## config.mk

```make
export PLATFORM = sky130hd
export DESIGN_NAME = aging_page_replacement_unit
export DESIGN_NICKNAME = d
export VERILOG_FILES = /design/src/sv/apru_pkg.sv /design/src/sv/apru_ctrl.sv /design/src/sv/apru_dp.sv /design/src/sv/aging_page_replacement_unit.sv
export SDC_FILE = /design/constraint.sdc
export NUM_CORES = 1
export LEC_CHECK = 0
export ABC_AREA = 0
export BUFFER_PORTS_ARGS = -buffer_cell sky130_fd_sc_hd__buf_4
export CAP_MARGIN = 15
export CORE_ASPECT_RATIO = 0.6
export CORE_MARGIN = 3
export CORE_UTILIZATION = 60
export DETAILED_ROUTE_END_ITERATION = 7
export GPL_ROUTABILITY_DRIVEN = 0
export PLACE_DENSITY = 0.78
export SYNTH_ARGS = -nofsm -noshare
export SYNTH_HDL_FRONTEND = slang
export SYNTH_SLANG_ARGS = --single-unit
```

## constraint.sdc

```tcl
create_clock -name clk -period 15.5 [get_ports clk]
set_input_delay 2.325 -clock clk [delete_from_list [all_inputs] [get_ports clk]]
set_output_delay 2.325 -clock clk [all_outputs]
set_load 0.02 [all_outputs]
```

## src/sv/apru_pkg.sv

```systemverilog
// shared types and constants for the aging page replacement unit
`timescale 1ns / 1ps

package apru_pkg;

  // fixed field widths
  localparam int PAGE_W  = 16;
  localparam int CFG_W   = 5;
  localparam int COUNT_W = 32;

  // defaults for the top-level parameters
  localparam int DEF_MAX_FRAMES = 16;
  localparam int DEF_AGE_BITS   = 16;

  // frame count after reset
  localparam logic [CFG_W-1:0] CFG_RESET = 5'd10;

  // controller states
  typedef enum logic [1:0] {
    ST_IDLE,
    ST_WALK,
    ST_UPDATE
  } state_t;

  // commands from controller to datapath
  typedef struct packed {
    logic load;
    logic walk;
    logic update;
  } cmd_t;

  // status from datapath to controller
  typedef struct packed {
    logic walk_last;
  } status_t;

endpackage

```

## src/sv/apru_ctrl.sv

```systemverilog
// controller state machine: idle, frame walk, table update
`timescale 1ns / 1ps

module apru_ctrl import apru_pkg::*; (
  input  logic    clk,
  input  logic    rst_n,
  input  logic    start,
  output logic    busy,
  input  status_t status,
  output cmd_t    cmd
);

  state_t state_r;
  state_t state_nxt;

  // state register
  always_ff @(posedge clk) begin
    if (!rst_n) begin
      state_r <= ST_IDLE;
    end else begin
      state_r <= state_nxt;
    end
  end

  // next state
  always_comb begin
    state_nxt = state_r;
    case (state_r)
      ST_IDLE: begin
        if (start) begin
          state_nxt = ST_WALK;
        end
      end
      ST_WALK: begin
        if (status.walk_last) begin
          state_nxt = ST_UPDATE;
        end
      end
      ST_UPDATE: begin
        state_nxt = ST_IDLE;
      end
      default: begin
        state_nxt = ST_IDLE;
      end
    endcase
  end

  // commands and busy flag
  always_comb begin
    cmd  = '0;
    busy = 1'b1;
    case (state_r)
      ST_IDLE: begin
        busy     = 1'b0;
        cmd.load = start;
      end
      ST_WALK: begin
        cmd.walk = 1'b1;
      end
      ST_UPDATE: begin
        cmd.update = 1'b1;
      end
      default: begin
        busy = 1'b1;
      end
    endcase
  end

endmodule

```

## src/sv/apru_dp.sv

```systemverilog
// datapath: frame table memory, walk search registers, counters and result word
`timescale 1ns / 1ps

module apru_dp import apru_pkg::*; #(
  parameter int MAX_FRAMES = DEF_MAX_FRAMES,
  parameter int AGE_BITS   = DEF_AGE_BITS,
  localparam int IDX_W     = (MAX_FRAMES > 1) ? $clog2(MAX_FRAMES) : 1
) (
  input  logic               clk,
  input  logic               rst_n,
  input  cmd_t               cmd,
  output status_t            status,
  input  logic [PAGE_W-1:0]  in_page_number,
  input  logic               cfg_wr_en,
  input  logic [CFG_W-1:0]   cfg_active_frames,
  output logic               out_valid,
  output logic               out_hit,
  output logic [IDX_W-1:0]   out_frame_index,
  output logic               out_evicted_valid,
  output logic [PAGE_W-1:0]  out_evicted_page,
  output logic [COUNT_W-1:0] out_hits_so_far,
  output logic [COUNT_W-1:0] out_misses_so_far
);

  localparam int CNT_W   = $clog2(MAX_FRAMES + 1);
  localparam int ENTRY_W = PAGE_W + AGE_BITS;
  localparam logic [AGE_BITS-1:0] AGE_TOP = AGE_BITS'(1) << (AGE_BITS - 1);

  // frame table: page number above age, one entry per frame
  logic [ENTRY_W-1:0]  frame_mem_r [MAX_FRAMES];
  logic [MAX_FRAMES-1:0] frame_valid_r;

  logic [CFG_W-1:0]    active_frames_r;
  logic [PAGE_W-1:0]   page_r;
  logic [CNT_W-1:0]    n_r;
  logic [CNT_W-1:0]    cnt_r;

  logic [PAGE_W-1:0]   rd_page_r;
  logic [AGE_BITS-1:0] rd_age_r;
  logic                rd_valid_r;

  logic                match_found_r;
  logic                empty_found_r;
  logic [IDX_W-1:0]    match_idx_r;
  logic [IDX_W-1:0]    empty_idx_r;
  logic [IDX_W-1:0]    old_idx_r;
  logic [AGE_BITS-1:0] match_age_r;
  logic [AGE_BITS-1:0] min_age_r;
  logic [PAGE_W-1:0]   old_page_r;

  logic [COUNT_W-1:0]  hit_total_r;
  logic [COUNT_W-1:0]  miss_total_r;
  logic [COUNT_W-1:0]  hit_total_nxt;
  logic [COUNT_W-1:0]  miss_total_nxt;

  logic                out_valid_r;
  logic                out_hit_r;
  logic [IDX_W-1:0]    out_frame_index_r;
  logic                out_evicted_valid_r;
  logic [PAGE_W-1:0]   out_evicted_page_r;
  logic [COUNT_W-1:0]  out_hits_r;
  logic [COUNT_W-1:0]  out_misses_r;

  logic [CNT_W-1:0]    n_clamp;
  logic                rd_en;
  logic                proc_en;
  logic [IDX_W-1:0]    proc_idx;
  logic [AGE_BITS-1:0] aged;
  logic                evict_now;
  logic [IDX_W-1:0]    slot;
  logic                wr_en;
  logic [IDX_W-1:0]    wr_addr;
  logic [ENTRY_W-1:0]  wr_data;

  // frame count clamped to 1..MAX_FRAMES
  always_comb begin
    if (active_frames_r == '0) begin
      n_clamp = CNT_W'(1);
    end else if (32'(active_frames_r) > 32'(MAX_FRAMES)) begin
      n_clamp = CNT_W'(MAX_FRAMES);
    end else begin
      n_clamp = CNT_W'(active_frames_r);
    end
  end

  // walk control: read frame cnt, process frame cnt-1 from the read register
  assign rd_en    = cmd.walk && (cnt_r < n_r);
  assign proc_en  = cmd.walk && (cnt_r != '0);
  assign proc_idx = IDX_W'(cnt_r - CNT_W'(1));
  assign aged     = rd_valid_r ? (rd_age_r >> 1) : '0;
  assign status.walk_last = (cnt_r == n_r);

  // slot choice: match, else first empty, else least age
  assign evict_now = !match_found_r && !empty_found_r;
  always_comb begin
    if (match_found_r) begin
      slot = match_idx_r;
    end else if (empty_found_r) begin
      slot = empty_idx_r;
    end else begin
      slot = old_idx_r;
    end
  end

  // single write port: aged write-back during walk, slot write on update
  assign wr_en   = proc_en || cmd.update;
  assign wr_addr = cmd.update ? slot : proc_idx;
  always_comb begin
    if (cmd.update) begin
      wr_data = {page_r, (match_found_r ? (match_age_r | AGE_TOP) : AGE_TOP)};
    end else begin
      wr_data = {rd_page_r, aged};
    end
  end

  // frame table memory with registered read
  always_ff @(posedge clk) begin
    if (wr_en) begin
      frame_mem_r[wr_addr] <= wr_data;
    end
    if (rd_en) begin
      {rd_page_r, rd_age_r} <= frame_mem_r[cnt_r[IDX_W-1:0]];
      rd_valid_r            <= frame_valid_r[cnt_r[IDX_W-1:0]];
    end
  end

  // saturating totals
  assign hit_total_nxt  = (match_found_r && !(&hit_total_r)) ? hit_total_r + COUNT_W'(1)
                                                              : hit_total_r;
  assign miss_total_nxt = (!match_found_r && !(&miss_total_r)) ? miss_total_r + COUNT_W'(1)
                                                                : miss_total_r;

  // control state: config, valid bits, counters, search flags, strobe
  always_ff @(posedge clk) begin
    if (!rst_n) begin
      active_frames_r <= CFG_RESET;
      frame_valid_r   <= '0;
      hit_total_r     <= '0;
      miss_total_r    <= '0;
      cnt_r           <= '0;
      match_found_r   <= 1'b0;
      empty_found_r   <= 1'b0;
      out_valid_r     <= 1'b0;
    end else begin
      out_valid_r <= cmd.update;
      if (cfg_wr_en) begin
        active_frames_r <= cfg_active_frames;
      end
      if (cmd.load) begin
        cnt_r         <= '0;
        match_found_r <= 1'b0;
        empty_found_r <= 1'b0;
      end
      if (cmd.walk) begin
        cnt_r <= cnt_r + CNT_W'(1);
      end
      if (proc_en) begin
        if (!match_found_r && rd_valid_r && (rd_page_r == page_r)) begin
          match_found_r <= 1'b1;
        end
        if (!empty_found_r && !rd_valid_r) begin
          empty_found_r <= 1'b1;
        end
      end
      if (cmd.update) begin
        frame_valid_r[slot] <= 1'b1;
        hit_total_r         <= hit_total_nxt;
        miss_total_r        <= miss_total_nxt;
      end
    end
  end

  // payload: request word, search results, result word
  always_ff @(posedge clk) begin
    if (cmd.load) begin
      page_r <= in_page_number;
      n_r    <= n_clamp;
    end
    if (proc_en) begin
      if (!match_found_r && rd_valid_r && (rd_page_r == page_r)) begin
        match_idx_r <= proc_idx;
        match_age_r <= aged;
      end
      if (!empty_found_r && !rd_valid_r) begin
        empty_idx_r <= proc_idx;
      end
      if ((proc_idx == '0) || (aged < min_age_r)) begin
        min_age_r  <= aged;
        old_idx_r  <= proc_idx;
        old_page_r <= rd_page_r;
      end
    end
    if (cmd.update) begin
      out_hit_r           <= match_found_r;
      out_frame_index_r   <= slot;
      out_evicted_valid_r <= evict_now;
      out_evicted_page_r  <= evict_now ? old_page_r : '0;
      out_hits_r          <= hit_total_nxt;
      out_misses_r        <= miss_total_nxt;
    end
  end

  assign out_valid         = out_valid_r;
  assign out_hit           = out_hit_r;
  assign out_frame_index   = out_frame_index_r;
  assign out_evicted_valid = out_evicted_valid_r;
  assign out_evicted_page  = out_evicted_page_r;
  assign out_hits_so_far   = out_hits_r;
  assign out_misses_so_far = out_misses_r;

endmodule

```

## src/sv/aging_page_replacement_unit.sv

```systemverilog
// top level of the aging page replacement unit: controller plus datapath
// sequence: accept loads the word, the walk ages the N active frames (N the active frame count)
//   one frame per cycle through the single read port of the frame table, the update state
//   writes the slot, then the result strobe is registered; no new word is taken until idle
// reset: frame table empty (empty frames age as zero), hit and miss totals zero, frame count 10
// results are shown for one cycle only; the receiver cannot stall
`timescale 1ns / 1ps

module aging_page_replacement_unit import apru_pkg::*; #(
  parameter int MAX_FRAMES = DEF_MAX_FRAMES,
  parameter int AGE_BITS   = DEF_AGE_BITS,
  localparam int IDX_W     = (MAX_FRAMES > 1) ? $clog2(MAX_FRAMES) : 1
) (
  input  logic               clk,
  input  logic               rst_n,
  input  logic               start,
  output logic               busy,
  input  logic [PAGE_W-1:0]  in_page_number,
  input  logic               cfg_wr_en,
  input  logic [CFG_W-1:0]   cfg_active_frames,
  output logic               out_valid,
  output logic               out_hit,
  output logic [IDX_W-1:0]   out_frame_index,
  output logic               out_evicted_valid,
  output logic [PAGE_W-1:0]  out_evicted_page,
  output logic [COUNT_W-1:0] out_hits_so_far,
  output logic [COUNT_W-1:0] out_misses_so_far
);

  cmd_t    cmd;
  status_t status;

  // sequencing
  apru_ctrl u_ctrl (
    .clk    (clk),
    .rst_n  (rst_n),
    .start  (start),
    .busy   (busy),
    .status (status),
    .cmd    (cmd)
  );

  // frame table and search
  apru_dp #(
    .MAX_FRAMES (MAX_FRAMES),
    .AGE_BITS   (AGE_BITS)
  ) u_dp (
    .clk               (clk),
    .rst_n             (rst_n),
    .cmd               (cmd),
    .status            (status),
    .in_page_number    (in_page_number),
    .cfg_wr_en         (cfg_wr_en),
    .cfg_active_frames (cfg_active_frames),
    .out_valid         (out_valid),
    .out_hit           (out_hit),
    .out_frame_index   (out_frame_index),
    .out_evicted_valid (out_evicted_valid),
    .out_evicted_page  (out_evicted_page),
    .out_hits_so_far   (out_hits_so_far),
    .out_misses_so_far (out_misses_so_far)
  );

endmodule

```

### After elaboration in Yosys (flattened, before gate mapping)

Memory sizes are Yosys's and may differ from the RTL's. A register that Yosys moved wholly into a read port is not among the register bits.
Cells that the tools add are included.

* equal/unequal tests: 6
* add/subtract/negate cells: 4
* muxes and demuxes: 30
* reductions and logical operators: 28
* bitwise gates (word level): 1
* magnitude comparators: 6

Operators with widths (number)
* $mux 32: 3
* $add 32x1->32 const B: 2
* $reduce_and 32->1: 2
* $mux 15: 2
* $eq 16x16->1: 1
* $or 16x16->16: 1
* $lt 15x15->1: 1
* $mux 5: 3
* $mux 1: 14
* $mux 4: 3
* $lt 4x5->1 const B: 2
* $logic_and 1x1->1: 9
* $reduce_and 2->1: 4
* $add 5x1->5 const B: 1
* $eq 5x5->1: 1
* $gt 5x5->1 const B: 1
* $logic_not 1->1: 5
* $logic_not 5->1: 1
* $lt 5x5->1: 1
* $reduce_bool 5->1: 1
* $bmux 1 s4: 1
* $demux 1 s4: 1
* $ge 4x1->1 const B: 1
* $logic_not 4->1: 1
* other kinds (10): 13

* memory bits (writable): 512
* input port bits: 25
* register bits after elaboration: 261
* output and inout port bits: 88
* memories kept: 1

Memories
* u_dp.frame_mem_r: depth 16, bits a word 32, rd ports 1, clocked after memory_dff 1, wr ports 1, line apru_dp.sv:30 `logic [ENTRY_W-1:0] frame_mem_r [MAX_FRAMES];`

### Longest topological paths before layout

* word-level depth: 7
* depth in mapped cells: 10
* depth with buffers taken out: 7

### Modules after synthesis

A second synthesis with hierarchy kept.

* cell total of the unflattened synthesis: 1821
* area, all modules: 31861.8 µm²

By module, submodules not included
* apru_dp: seq. area each 22641.7 µm², instances 1, area each 31737.9 µm², cells an instance 1808
* apru_ctrl: seq. area each 40.0 µm², instances 1, area each 123.9 µm², cells an instance 13

### Least setup slack after synthesis

Ideal clock, no wire load.

* kind: flip-flop to flip-flop
* from: reg u_dp.cnt_r[0]
* to: reg u_dp.rd_age_r[10] (read register of u_dp.frame_mem_r) (enable)
* period minus slack after synthesis: 6817 ps
* setup slack: 8683 ps
* arrival time: 6222 ps
* cell stages (with the launch flop): 7
* library setup time: 595 ps
* path through: dfxtp_1 -> buf_2 -> buf_1 -> inv_1 -> ha_1 -> nor2_1 -> a2111oi_0

* longest elaborated chain between the ends: 2

RTL lines
* start: declaration: line apru_dp.sv:36 `logic [CNT_W-1:0] cnt_r;`
* start signal: assignment: line apru_dp.sv:155 `cnt_r <= cnt_r + CNT_W'(1);`
* $lt 5x5->1: line apru_dp.sv:87 `assign rd_en = cmd.walk && (cnt_r < n_r);`
* $logic_and 1x1->1: line apru_dp.sv:87
* net u_dp.rd_en: line apru_dp.sv:65 `logic rd_en;`
* end: declaration: line apru_dp.sv:39 `logic [AGE_BITS-1:0] rd_age_r;`

The timed path passes the listed nets, and every way through them passes these cells.
A chain may end at the register's enable or synchronous reset.

### Worst setup path in the final report

* from: reg u_ctrl.state_r[0]
* to: mem u_dp.frame_mem_r[6][1] (netlist name) (enable)

* longest elaborated chain between the ends: 6

RTL lines
* start: declaration: line apru_ctrl.sv:13 `state_t state_r;`
* start signal: assignment: line apru_ctrl.sv:21 `state_r <= state_nxt;`
* $eq 2x1->1: line apru_ctrl.sv:52 `case (state_r)`
* $mux 1: line apru_ctrl.sv:52
* $logic_and 1x1->1: line apru_dp.sv:88 `assign proc_en = cmd.walk && (cnt_r != '0);`
* $logic_or 1x1->1: line apru_dp.sv:106 `assign wr_en = proc_en || cmd.update;`
* $mux 1: line apru_dp.sv:118 `if (wr_en) begin`
* $mux 1 (implied by the code): line apru_dp.sv:119 `frame_mem_r[wr_addr] <= wr_data;`
* end: declaration: line apru_dp.sv:30

Parallel ways exist; a longest one is shown, timed or not.

==> flow_summary.json <==
{
  "die_x_um": 304,
  "synth-seq-cells": 787,
  "ys_async_sr_fraction": 0,
  "cts_tree": "done",
  "tightestPinTransition_ns": 1.25,
  "synth.avg_cell_area_um2": 16.9,
  "path_clk_slew_ns": 0.07,
  "finish.utilization": 0.694,
  "synthCells": 1891,
  "crit_fanout": 76,
  "synth-edff-count": 692,
  "cts_sinks": 787,
  "setup_viol": 0,
  "seq_area_mm2": 0.0227,
  "critPathLaunch": "u_ctrl.state_r[0]",
  "syn_nets": 1943,
  "ctsHtreeMaxLevel": 3,
  "overflow": 0,
  "cts_hold_buf": 0,
  "synth_mux_area_frac": 0.122,
  "post_cts_buffers": 0,
  "final_nets": 2058,
  "slew_violations": 0,
  "wl_per_cell_um": 25.8,
  "cts_buffer_depth": 3,
  "drtIter0Drc": 1991,
  "hpwl_mm": 42.2,
  "drc": 0,
  "rsz0062_at_grt": "no",
  "whs_ns": 0.463,
  "grt_pass1_vias": 17400,
  "status": "finished, final reports clean",
  "place_area_mm2": 0.0335,
  "grt_pass1_wl_mm": 107,
  "wl_met1_mm": 30.2,
  "p_per_area_mw_per_mm2": 117,
  "grt.total_usage": 0.258,
  "nFillCells": 3241,
  "ys_top_cells_by_count": "edfxtp_1 (692), mux4_2 (160), nand2_1 (143), nor2_1 (98), dfxtp_1 (95)",
  "synth_seq_area_share": 0.712,
  "crit_path_end": "u_dp.frame_mem_r[6][1]",
  "yosys_warnings": 0,
  "synth-simple-area-share": 0.0836,
  "dr_wl_met2_mm": 32.3,
  "ys_top_cells_by_area": "edfxtp_1 (65%), mux4_2 (11%), dfxtp_1 (6.0%)",
  "path_class": "flip-flop to flip-flop",
  "timing.rr.end": "u_dp.frame_mem_r[6][1]",
  "ir_worst_vdd_uv": 112,
  "cts_made_buffers": 70,
  "crit_path_start_kind": "flip-flop",
  "finalHoldViolCount": 0,
  "io_pins": 113,
  "antenna_found_initial": 0,
  "clock_latency_ns": 0.60,
  "slew_headroom": 0.166,
  "synthesis.area_mm2": 0.0319,
  "synth_compound_area_frac": 0.0316,
  "cp.arrival_ns": 4.27,
  "worstSetupEndpointType": "flip-flop",
  "vias": 17700,
  "n_antenna_cell": 0,
  "synth-adder-area-share": 0.0106,
  "design_area_mm2": 0.0359,
  "drive_gt1_frac": 0.218,
  "synth_xor_area_frac": 0.0239,
  "synth.most_common_cell": "edfxtp_1",
  "coreArea_mm2": 0.0517,
  "detailroute.wirelength.met3_mm": 7.13,
  "r2r-start": "u_ctrl.state_r[0]",
  "cts.repair.resized": 0,
  "power.leakage_uw": 0.0117,
  "min-delay-path-class": "flip-flop to flip-flop",
  "yosysTopAreaCellShare": 0.652,
  "syn_to_final_growth_pct": 12.7,
  "rrSetupSlack_ns": 11.42,
  "ant_nets": 0,
  "fmax_ghz": 0.245,
  "die_h_um": 185,
  "required_ns": 15.69,
  "fp.dieArea_mm2": 0.0560,
  "yosys_most_used_dff": "edfxtp_1",
  "fin_setup_tns_ns": 0,
  "fp-row-count": 64,
  "vias_per_cell": 6.43,
  "r2r_cells": 7,
  "cts_root_buf": "clkbuf_16",
  "start_util": 0.616,
  "multiInputGateArea_mm2": 0.00880,
  "io_buffer_count": 112,
  "top_layer": "met4",
  "ys_types": 60,
  "period_minus_slack_ns": 4.08,
  "drt-total-wl_mm": 71.1,
  "grt_max_degree": 77,
  "fin_crit_sh": 0.263,
  "first_pass_iters": 6,
  "yosysTopAreaCell": "edfxtp_1",
  "maxCapViolations": 0,
  "fin_worst_skew_ns": 0.0269,
  "synth_top_family_by_area": "multiplexers"
}
-- logic make-up after synthesis --
kind of cell    after synthesis
simple gates                512
compound gates              155
buf+inv                     135
fa+ha+maj                    27
flops                       787
xor+xnor                     87
mux                         188
-- final cells by class --
class / count / area share
Tap cell: 693 / 0.0242
Sequential cell: 787 / 0.632
Multi-Input combinational cell: 969 / 0.245
Inverter: 37 / 0.00401
Clock inverter: 31 / 0.00680
Clock buffer: 95 / 0.0552
Timing Repair Buffer: 141 / 0.0328
-- sequential cells by signal, indices dropped and copies added, names as in the netlist, 5 cells and up --
name,cells
u_dp.active_frames_r,5
u_dp.cnt_r,5
u_dp.frame_mem_r,496
u_dp.frame_valid_r,16
u_dp.hit_total_r,32
u_dp.match_age_r,14
u_dp.min_age_r,15
u_dp.miss_total_r,32
u_dp.n_r,5
u_dp.old_page_r,16
u_dp.out_evicted_page,16
u_dp.out_hits_so_far,32
u_dp.out_misses_so_far,32
u_dp.page_r,16
u_dp.rd_age_r,15
u_dp.rd_page_r,16
-- placed cells by master, fill, tap and decap left out, types with 35 or more instances in the layout --
master and count:
nor2_1 82, a21oi_1 49, and2_1 38, clkbuf_16 75, buf_4 134, nand4_1 40, mux4_2 160, xnor2_1 39
nand2_1 142, nand3_1 50, inv_1 35, xor2_1 48, dfxtp_1 91, edfxtp_1 692
-- critical path: stages (launching register included) --
cell and delay (ns):
dfxtp_1 0.42, nand2b_2 0.73, buf_4 0.51, inv_6 0.30
nor2_1 0.25, a21o_1 0.14, nand2_1 0.25, nor2_4 1.00
-- worst min-delay path by stage --
| stage | from | cells after the start | endpoint |
|---|---|---|---|
| floorplan | u_dp.frame_valid_r[2] | 1 | u_dp.frame_valid_r[2] |
| global placement | u_dp.frame_valid_r[6] | 1 | u_dp.frame_valid_r[6] |
| detailed placement | u_dp.frame_valid_r[2] | 1 | u_dp.frame_valid_r[2] |
| CTS | u_dp.frame_valid_r[2] | 1 | u_dp.frame_valid_r[2] |
| global route | u_dp.frame_valid_r[1] | 1 | u_dp.frame_valid_r[1] |
| finish | u_dp.frame_valid_r[2] | 1 | u_dp.frame_valid_r[2] |
-- through the flow --
stage                     setup slack [ns]  power [uW]  instances
after floorplan                       8.68        2480       1891
after global placement               11.55        2530       2619
after detailed placement             11.42        2540       2619
after CTS                            11.38        4220       2745
after global routing                 11.18        4320       2753
final                                11.42        4200       2753
-- layer usage --
layer  GRT usage  up-vias
li1            -     7653
met1       0.396     8982
met3      0.0625      113
met4      0.0648        0
met5           0        -
met2       0.378      945
-- power by group --
group          internal [uW]  switching (uW)
registers               2330            17.0
logic                   59.7            94.9
clock network            952             749
total                   3340             861
Power figures use the tool's default switching activity.
